File: config.mk
export PLATFORM = sky130hd
export DESIGN_NAME = mpu_region_table_manager
export DESIGN_NICKNAME = d
export VERILOG_FILES = /design/src/mrtm_pkg.sv /design/src/mpu_region_table_manager.sv /design/src/mrtm_span_unit.sv
export SDC_FILE = /design/constraint.sdc
export NUM_CORES = 1
export LEC_CHECK = 0
export BUFFER_PORTS_ARGS = -buffer_cell sky130_fd_sc_hd__buf_4
export CORE_ASPECT_RATIO = 1.2
export CORE_UTILIZATION = 55
export CTS_CLUSTER_DIAMETER = 80
export DETAILED_ROUTE_END_ITERATION = 10
export GPL_TIMING_DRIVEN = 0
export HOLD_SLACK_MARGIN = 0.06
export PLACE_DENSITY = 0.76
export SYNTH_ARGS = -nofsm -noshare
export SYNTH_HDL_FRONTEND = slang
export SYNTH_HIERARCHICAL = 1
export SYNTH_SLANG_ARGS = --single-unit
File: constraint.sdc
create_clock -name clk -period 31.7 [get_ports clk]
set_input_delay 6.34 -clock clk [delete_from_list [all_inputs] [get_ports clk]]
set_output_delay 6.34 -clock clk [all_outputs]
set_load 0.005 [all_outputs]
File: src/mrtm_pkg.sv
`timescale 1ns / 1ps
// ----------------------------------------------------------------------------
// mrtm_pkg
// Shared types, codes and helpers for the MPU region table manager.
// ----------------------------------------------------------------------------
package mrtm_pkg;

  localparam int DEF_REGION_SLOTS = 8;

  localparam logic [31:0] RASR_XN       = 32'h1000_0000;
  localparam logic [31:0] RASR_ATTR     = 32'h000F_0000;
  localparam logic [31:0] RASR_EN       = 32'h0000_0001;
  localparam logic [31:0] RBAR_LOW_MASK = 32'h0000_001F;

  localparam logic [1:0] RT_NONE = 2'd0;
  localparam logic [1:0] RT_RO   = 2'd1;
  localparam logic [1:0] RT_RW   = 2'd2;

  localparam logic [2:0] AP_NONE    = 3'd0;
  localparam logic [2:0] AP_PRW     = 3'd1;
  localparam logic [2:0] AP_PRW_URO = 3'd2;
  localparam logic [2:0] AP_PRW_URW = 3'd3;
  localparam logic [2:0] AP_PRO     = 3'd5;
  localparam logic [2:0] AP_PRO_URO = 3'd6;

  typedef enum logic [1:0] {
    OP_ADD    = 2'd0,
    OP_DEL    = 2'd1,
    OP_COMMIT = 2'd2
  } op_t;

  typedef enum logic [1:0] {
    ST_OK    = 2'd0,
    ST_PARAM = 2'd1,
    ST_MISS  = 2'd2
  } status_t;

  typedef enum logic [2:0] {
    S_IDLE,
    S_END,
    S_SCAN,
    S_FIND,
    S_SHIFT,
    S_EMIT,
    S_OUT
  } state_t;

  typedef struct packed {
    logic in_span;
    logic equal;
  } unit_flags_t;

  function automatic logic [2:0] ap_code(input logic [1:0] p, input logic [1:0] u);
    logic [2:0] ap;
    ap = AP_NONE;
    if (p == RT_RW) begin
      if (u == RT_RW)        ap = AP_PRW_URW;
      else if (u == RT_RO)   ap = AP_PRW_URO;
      else if (u == RT_NONE) ap = AP_PRW;
    end else if (p == RT_RO) begin
      ap = (u == RT_RO) ? AP_PRO_URO : AP_PRO;
    end
    return ap;
  endfunction

  // 2^(size+1) - 1; a size of 31 gives all ones
  function automatic logic [31:0] span_mask(input logic [4:0] size);
    logic [5:0] amt;
    amt = {1'b0, size} + 6'd1;
    return ~(32'hFFFF_FFFF << amt);
  endfunction

endpackage

File: src/mpu_region_table_manager.sv
`timescale 1ns / 1ps
// ----------------------------------------------------------------------------
// mpu_region_table_manager
// Region table with add, delete and commit; one slot at a time through a sequencer.
// ----------------------------------------------------------------------------
// Add computes the region end, then makes two range checks per valid slot
// through one comparator; delete finds the slot, then shifts the later slots
// down one slot per cycle; each result item is then held in S_OUT. Commit
// emits REGION_SLOTS items, each through S_EMIT and S_OUT. One item at a time:
// in_tready is high only while idle. Reset (rst_n low, synchronous) clears
// all slot valid bits; slot payload is not cleared.
// ----------------------------------------------------------------------------
module mpu_region_table_manager #(
  parameter int REGION_SLOTS = mrtm_pkg::DEF_REGION_SLOTS
) (
  input  logic        clk,
  input  logic        rst_n,
  input  logic        in_tvalid,
  output logic        in_tready,
  input  logic [47:0] in_tdata,   // base_address, size_code, priv_access, user_access
  input  logic [1:0]  in_tuser,   // operation
  output logic        out_tvalid,
  input  logic        out_tready,
  output logic [71:0] out_tdata,  // status, region_index, rbar_word, rasr_word
  output logic        out_tlast   // last
);
  import mrtm_pkg::*;

  localparam int IDX_W = (REGION_SLOTS > 1) ? $clog2(REGION_SLOTS) : 1;
  localparam logic [IDX_W-1:0] LAST_IDX = IDX_W'(REGION_SLOTS - 1);

  state_t state_r, state_nxt;

  logic [REGION_SLOTS-1:0] valid_r;
  logic [31:0] slot_base_r [REGION_SLOTS];
  logic [31:0] slot_end_r  [REGION_SLOTS];
  logic [4:0]  slot_size_r [REGION_SLOTS];
  logic [1:0]  slot_pr_r   [REGION_SLOTS];
  logic [1:0]  slot_ur_r   [REGION_SLOTS];

  logic [IDX_W-1:0] idx_r, free_idx_r, found_idx_r;
  logic             ph_r, free_found_r, ovl_r;
  op_t              op_r;
  logic [31:0]      base_r, end_r;
  logic [4:0]       size_r;
  logic [1:0]       pr_r, ur_r;

  status_t     res_status_r;
  logic [2:0]  res_idx_r;
  logic [31:0] res_rbar_r, res_rasr_r;
  logic        res_last_r;

  logic        in_acc, out_acc;
  op_t         in_op;
  logic [31:0] in_base;
  logic [4:0]  in_size;
  logic [1:0]  in_pr, in_ur;

  logic [IDX_W-1:0] idx_nx, rd_idx, free_sel;
  logic             last_slot, cur_valid, nx_valid;
  logic             scan_done, free_any, ovl_now;
  logic [31:0]      rd_base, rd_end;
  logic [4:0]       rd_size;
  logic [1:0]       rd_pr, rd_ur;

  logic [31:0]  u_a, u_b, u_c, u_sum;
  unit_flags_t  u_flags;

  logic        res_load;
  status_t     res_status;
  logic [2:0]  res_idx;
  logic [31:0] res_rbar, res_rasr;
  logic        res_last;

  logic             wr_en;
  logic [IDX_W-1:0] wr_idx;
  logic [31:0]      wr_base, wr_end;
  logic [4:0]       wr_size;
  logic [1:0]       wr_pr, wr_ur;

  assign in_op   = op_t'(in_tuser);
  assign in_base = in_tdata[31:0];
  assign in_size = in_tdata[36:32];
  assign in_pr   = in_tdata[38:37];
  assign in_ur   = in_tdata[40:39];

  assign in_tready  = (state_r == S_IDLE);
  assign out_tvalid = (state_r == S_OUT);
  assign in_acc     = in_tvalid && in_tready;
  assign out_acc    = out_tvalid && out_tready;
  assign out_tdata  = {3'b000, res_rasr_r, res_rbar_r, res_idx_r, res_status_r};
  assign out_tlast  = res_last_r;

  assign idx_nx    = idx_r + 1'b1;
  assign last_slot = (idx_r == LAST_IDX);
  assign cur_valid = valid_r[idx_r];
  assign nx_valid  = last_slot ? 1'b0 : valid_r[idx_nx];
  assign rd_idx    = (state_r == S_SHIFT) ? idx_nx : idx_r;

  assign rd_base = slot_base_r[rd_idx];
  assign rd_end  = slot_end_r[rd_idx];
  assign rd_size = slot_size_r[rd_idx];
  assign rd_pr   = slot_pr_r[rd_idx];
  assign rd_ur   = slot_ur_r[rd_idx];

  assign scan_done = (ph_r || !cur_valid) && last_slot;
  assign free_any  = free_found_r || (!ph_r && !cur_valid);
  assign ovl_now   = ovl_r || (cur_valid && u_flags.in_span);
  assign free_sel  = free_found_r ? free_idx_r : idx_r;

  mrtm_span_unit u_span (
    .opa   (u_a),
    .opb   (u_b),
    .opc   (u_c),
    .sum   (u_sum),
    .flags (u_flags)
  );

  always_comb begin
    state_nxt = state_r;
    unique case (state_r)
      S_IDLE: begin
        if (in_acc) begin
          case (in_op)
            OP_ADD:    state_nxt = (in_pr < in_ur) ? S_OUT : S_END;
            OP_DEL:    state_nxt = S_FIND;
            OP_COMMIT: state_nxt = S_EMIT;
            default:   state_nxt = S_OUT;
          endcase
        end
      end
      S_END:   state_nxt = S_SCAN;
      S_SCAN:  if (scan_done) state_nxt = S_OUT;
      S_FIND: begin
        if (!cur_valid || (!u_flags.equal && last_slot)) state_nxt = S_OUT;
        else if (u_flags.equal)                         state_nxt = S_SHIFT;
      end
      S_SHIFT: if (last_slot || !nx_valid) state_nxt = S_OUT;
      S_EMIT:  state_nxt = S_OUT;
      S_OUT: begin
        if (out_acc) state_nxt = (op_r == OP_COMMIT && !res_last_r) ? S_EMIT : S_IDLE;
      end
      default: state_nxt = S_IDLE;
    endcase
  end

  always_comb begin
    u_a        = base_r;
    u_b        = rd_base;
    u_c        = rd_end;
    res_load   = 1'b0;
    res_status = ST_OK;
    res_idx    = 3'd0;
    res_rbar   = 32'd0;
    res_rasr   = 32'd0;
    res_last   = 1'b1;
    wr_en      = 1'b0;
    wr_idx     = idx_r;
    wr_base    = rd_base;
    wr_end     = rd_end;
    wr_size    = rd_size;
    wr_pr      = rd_pr;
    wr_ur      = rd_ur;
    unique case (state_r)
      S_IDLE: begin
        if (in_acc && !(in_op == OP_DEL || in_op == OP_COMMIT)) begin
          if (in_op != OP_ADD || in_pr < in_ur) begin
            res_load   = 1'b1;
            res_status = ST_PARAM;
          end
        end
      end
      S_END: begin
        u_b = span_mask(size_r);
      end
      S_SCAN: begin
        if (ph_r) begin
          u_a = rd_base;
          u_b = base_r;
          u_c = end_r;
        end
        if (scan_done) begin
          res_load = 1'b1;
          if (!free_any) begin
            res_status = ST_MISS;
          end else if (ovl_now) begin
            res_status = ST_PARAM;
          end else begin
            res_idx = 3'(free_sel);
            wr_en   = 1'b1;
            wr_idx  = free_sel;
            wr_base = base_r;
            wr_end  = end_r;
            wr_size = size_r;
            wr_pr   = pr_r;
            wr_ur   = ur_r;
          end
        end
      end
      S_FIND: begin
        u_a = rd_base;
        u_b = base_r;
        if (!cur_valid || (!u_flags.equal && last_slot)) begin
          res_load   = 1'b1;
          res_status = ST_MISS;
        end
      end
      S_SHIFT: begin
        wr_en = !last_slot;
        if (last_slot || !nx_valid) begin
          res_load = 1'b1;
          res_idx  = 3'(found_idx_r);
        end
      end
      S_EMIT: begin
        res_load = 1'b1;
        res_idx  = 3'(idx_r);
        res_last = last_slot;
        if (cur_valid) begin
          res_rbar = rd_base & ~RBAR_LOW_MASK;
          res_rasr = RASR_XN | RASR_ATTR | {26'd0, rd_size, 1'b0}
                   | {5'd0, ap_code(rd_pr, rd_ur), 24'd0} | RASR_EN;
        end
      end
      S_OUT: ;
      default: ;
    endcase
  end

  always_ff @(posedge clk) begin
    if (!rst_n) begin
      state_r      <= S_IDLE;
      valid_r      <= '0;
      idx_r        <= '0;
      ph_r         <= 1'b0;
      free_found_r <= 1'b0;
      ovl_r        <= 1'b0;
    end else begin
      state_r <= state_nxt;
      unique case (state_r)
        S_IDLE: begin
          idx_r        <= '0;
          ph_r         <= 1'b0;
          free_found_r <= 1'b0;
          ovl_r        <= 1'b0;
        end
        S_SCAN: begin
          if (!ph_r && !cur_valid && !free_found_r) free_found_r <= 1'b1;
          ovl_r <= ovl_now;
          ph_r  <= !ph_r && cur_valid;
          if ((ph_r || !cur_valid) && !last_slot) idx_r <= idx_nx;
          if (wr_en) valid_r[wr_idx] <= 1'b1;
        end
        S_FIND: begin
          if (cur_valid && !u_flags.equal && !last_slot) idx_r <= idx_nx;
        end
        S_SHIFT: begin
          valid_r[idx_r] <= nx_valid;
          if (nx_valid) idx_r <= idx_nx;
        end
        S_OUT: begin
          if (out_acc && op_r == OP_COMMIT) begin
            if (res_last_r) valid_r <= '0;
            else            idx_r   <= idx_nx;
          end
        end
        default: ;
      endcase
    end
  end

  always_ff @(posedge clk) begin
    if (in_acc) begin
      op_r   <= in_op;
      base_r <= in_base;
      size_r <= in_size;
      pr_r   <= in_pr;
      ur_r   <= in_ur;
    end
    if (state_r == S_END) end_r <= u_sum;
    if (state_r == S_SCAN && !ph_r && !cur_valid && !free_found_r) free_idx_r <= idx_r;
    if (state_r == S_FIND && cur_valid && u_flags.equal) found_idx_r <= idx_r;
    if (res_load) begin
      res_status_r <= res_status;
      res_idx_r    <= res_idx;
      res_rbar_r   <= res_rbar;
      res_rasr_r   <= res_rasr;
      res_last_r   <= res_last;
    end
    if (wr_en) begin
      slot_base_r[wr_idx] <= wr_base;
      slot_end_r[wr_idx]  <= wr_end;
      slot_size_r[wr_idx] <= wr_size;
      slot_pr_r[wr_idx]   <= wr_pr;
      slot_ur_r[wr_idx]   <= wr_ur;
    end
  end

endmodule

File: src/mrtm_span_unit.sv
`timescale 1ns / 1ps
// ----------------------------------------------------------------------------
// mrtm_span_unit
// Shared adder and range comparator used by every table scan step.
// ----------------------------------------------------------------------------
module mrtm_span_unit (
  input  logic [31:0]          opa,
  input  logic [31:0]          opb,
  input  logic [31:0]          opc,
  output logic [31:0]          sum,
  output mrtm_pkg::unit_flags_t flags
);
  import mrtm_pkg::*;

  assign sum           = opa + opb;
  assign flags.in_span = (opa >= opb) && (opa <= opc);
  assign flags.equal   = (opa == opb);

endmodule

==> flow_summary.yaml <==
drt:
  num_vias: 20800
  drc: 0
  firstDrtPassIters: 6
  ant_nets: 0
  drt-total-wl_um: 87600
  vias_per_cell: 6.28
  wire_per_inst_um: 26.4
  drt_iter0_markers: 2246
cells_and_area:
  drive_gt1_frac: 0.186
  syn_to_final_growth_pct: 14.5
  num-nets-final: 2629
  diodes: 0
  post-route-util: 0.639
  nFillCells: 4172
timing:
  clock.fmax_mhz: 106
  setup_viol: 0
  rsz0062_at_grt: "no"
  fin_tns_setup_ns: 0
  slew-limit-headroom: 0.176
  min_period_ns: 9.44
  timing.final.crit_share: 0.298
  final-hold-violation-count: 0
  tightest_slew_ns: 1.23
  drv_slew: 0
  skew_ns: 0.0248
placement:
  hpwl_um: 61900
  portBuffers: 95
  finalWeightedCongestion: 0.962
critical_path:
  crit_start: "idx_r[1]"
  reg2reg_depth: 20
  crit_type: "reg2reg"
  arrival_ns: 9.68
  worstReg2RegStart: "idx_r[1]"
  critPathLaunchType: "register"
  required_ns: 31.94
  cp-end-kind: "register"
  path_max_fanout: 10
cts:
  cts_setup_buffers: 0
  numClockSinks: 725
  cts_resized: 0
  cts_tree: "built"
  cts_buffer_depth: 3
  cts_max_level: 3
  cts_root_buf: "clkbuf_16"
  cts_hold_buf: 0
  clock_insertion_delay_worst_skew_ns: 0.62
  cts_buffers: 70
  clkTransAtPathRegs_ns: 0.06
power:
  p_per_area_mw_per_mm2: 106
  power.internal_mw: 2.54
  ir_drop_mv: 0.0658
  netSwitchingPower_mw: 1.52
  combPwrFrac: 0.437
  power_frac_clock: 0.210
  sw_frac_of_total: 0.374
  p_leak_nw: 13.1
  p_seq_frac: 0.353
synthesis:
  ys_ff_latch: 725
  ys_seq_area_frac: 0.648
  async_reset_ff_frac: 0
  ys_warn_count: 6
  synth_edf_count: 708
  synth_cells: 2247
  synth_top_area_frac: 0.638
  synth.area.top_cells: "edfxtp_1 (64%), mux4_2 (9.7%), ha_1 (4.0%)"
  synth_area_leader_cell: "edfxtp_1"
  ys.flop_type: "edfxtp_1"
  synth_cell_type_count: 86
  syn_area_per_cell_um2: 14.8
  netlist_area_mm2: 0.0333
floorplanning:
  die_w_um: 227
  ios: 129
  core_area_mm2: 0.0597
  initial_utilization: 0.558
  fp.dieH_um: 272
  die_area_mm2: 0.0616
  std_cell_rows: 98
global_routing:
  grt_pass1_wl_um: 130000
  grt_pass1_vias: 21100
  grt_max_degree: 39
  use_met2: 0.482
  use_met3: 0.0380
  use_met1: 0.377
  grt_busiest_layer: "met2"
  overflow: 0
  antenna_found_initial: 0
  grtUsageTotal: 0.290
run_status:
  status: "finished, final reports clean"
worst_hold_path:
  min_path_cells: 0
  hold_class: "reg2reg"
  hold_start: "idx_r[2]"
run:
  cap_violations: 0
## per-layer routing
metal	wire length, um	up-vias
li1	-	9112
met1	33300	10400
met2	43500	1128
met3	6520	205
met4	4270	0
met5	0	-
## sequential cells by signal, summed over array words and instances, names as in the netlist, 2 cells and up
register	cells
base_r	32
end_r	32
found_idx_r	3
free_idx_r	3
idx_r	3
op_r	2
pr_r	2
res_idx_r	3
res_rasr_r	10
res_rbar_r	27
res_status_r	2
size_r	5
slot_base_r	256
slot_end_r	256
slot_pr_r	16
slot_size_r	40
slot_ur_r	16
state_r	3
ur_r	2
valid_r	8
## kinds of logic (layout without fill, tap and decap cells)
| logic type | after synthesis | after routing | synth area share |
|---|---|---|---|
| DFF | 725 | 725 | 0.648 |
| xor gates and xnor gates | 30 | 30 | 0.00788 |
| and+or+nand+nor | 448 | 448 | 0.0618 |
| AOI/OAI and AO/OA | 454 | 454 | 0.0855 |
| adders and majority gates | 108 | 108 | 0.0408 |
| buffers and inverters | 252 | 502 | 0.0331 |
| muxes | 229 | 229 | 0.123 |
| other | 1 | 26 | 0.000113 |
## final timing paths
check | slack, ns | to
max reg2reg | 22.26 | slot_end_r[3][29]
min reg2reg | 0.50 | found_idx_r[2]
min | 0.50 | found_idx_r[2]
max | 22.26 | slot_end_r[3][29]
## layout make-up
class	count	area, um2	share of cell area
Tap cell	800	1000	0.0262
Sequential cell	725	21600	0.566
Clock buffer	83	1840	0.0483
Timing Repair Buffer	123	1290	0.0338
Multi-Input combinational cell	1295	10800	0.284
Clock inverter	44	500	0.0131
Inverter	114	428	0.0112
Buffer	138	674	0.0177
## metrics by stage
stage               total power [mW]  instance area [um2]  std cells  setup slack [ns]  hold slack [ns]
finish                          4.06                38200       3322             22.26            0.501
global route                    4.24                38200       3322             21.99            0.525
floorplan                       2.65                33400       2272             21.61            0.450
global placement                3.13                35100       3167             14.14            0.468
detailed placement              3.19                35800       3195             22.38            0.472
CTS                             4.04                38200       3322             22.32            0.507
## power groups by stage
stage | registers [mW] | clock network, mW | logic [mW]
after floorplan | 1.44 | 0 | 1.21
after global placement | 1.47 | 0 | 1.66
after detailed placement | 1.45 | 0 | 1.74
after CTS | 1.43 | 0.862 | 1.75
after global routing | 1.44 | 0.897 | 1.91
final | 1.43 | 0.854 | 1.77
## worst max-delay path, stage by stage (launching register included)
cell and delay, ns:
dfxtp_1 0.38, clkbuf_1 0.30, clkinv_1 0.40, o21ai_0 0.25, buf_2 0.42, buf_1 0.89
mux2i_1 0.59, a21oi_1 0.32, ha_1 0.37, buf_2 0.20, nand4_1 0.21, or4_1 0.60
nor3_1 0.32, a2111oi_0 0.20, a22oi_1 0.56, a31oi_1 0.32, o21ai_1 0.40, buf_4 0.32
clkbuf_1 0.62, clkbuf_1 0.89, a21oi_1 0.48
## cell usage after synthesis, drive strengths merged, types with 13 or more instances
library cell / count
xnor2: 22
nand4: 18
nor2: 238
ha: 107
a31oi: 17
o31ai: 13
nor2b: 21
edfxtp: 708
inv: 113
dfxtp: 17
a22oi: 16
a21oi: 222
nor3: 14
buf: 78
nand2: 67
clkbuf: 60
mux4: 144
o21ai: 61
o211ai: 16
a21o: 14
nand3: 24
mux2i: 85
## cell usage in the layout (no fill, tap or decap), types with 22 or more instances in the layout
cell	instances
mux2i_1	85
clkbuf_1	71
nand3_1	24
a21oi_1	222
buf_2	29
xnor2_1	22
edfxtp_1	708
clkbuf_16	72
nand2_1	67
conb_1	26
inv_1	108
buf_4	126
buf_12	23
mux4_2	144
ha_1	107
o21ai_0	46
nor2_1	238
(Power assumes the default switching activity.)
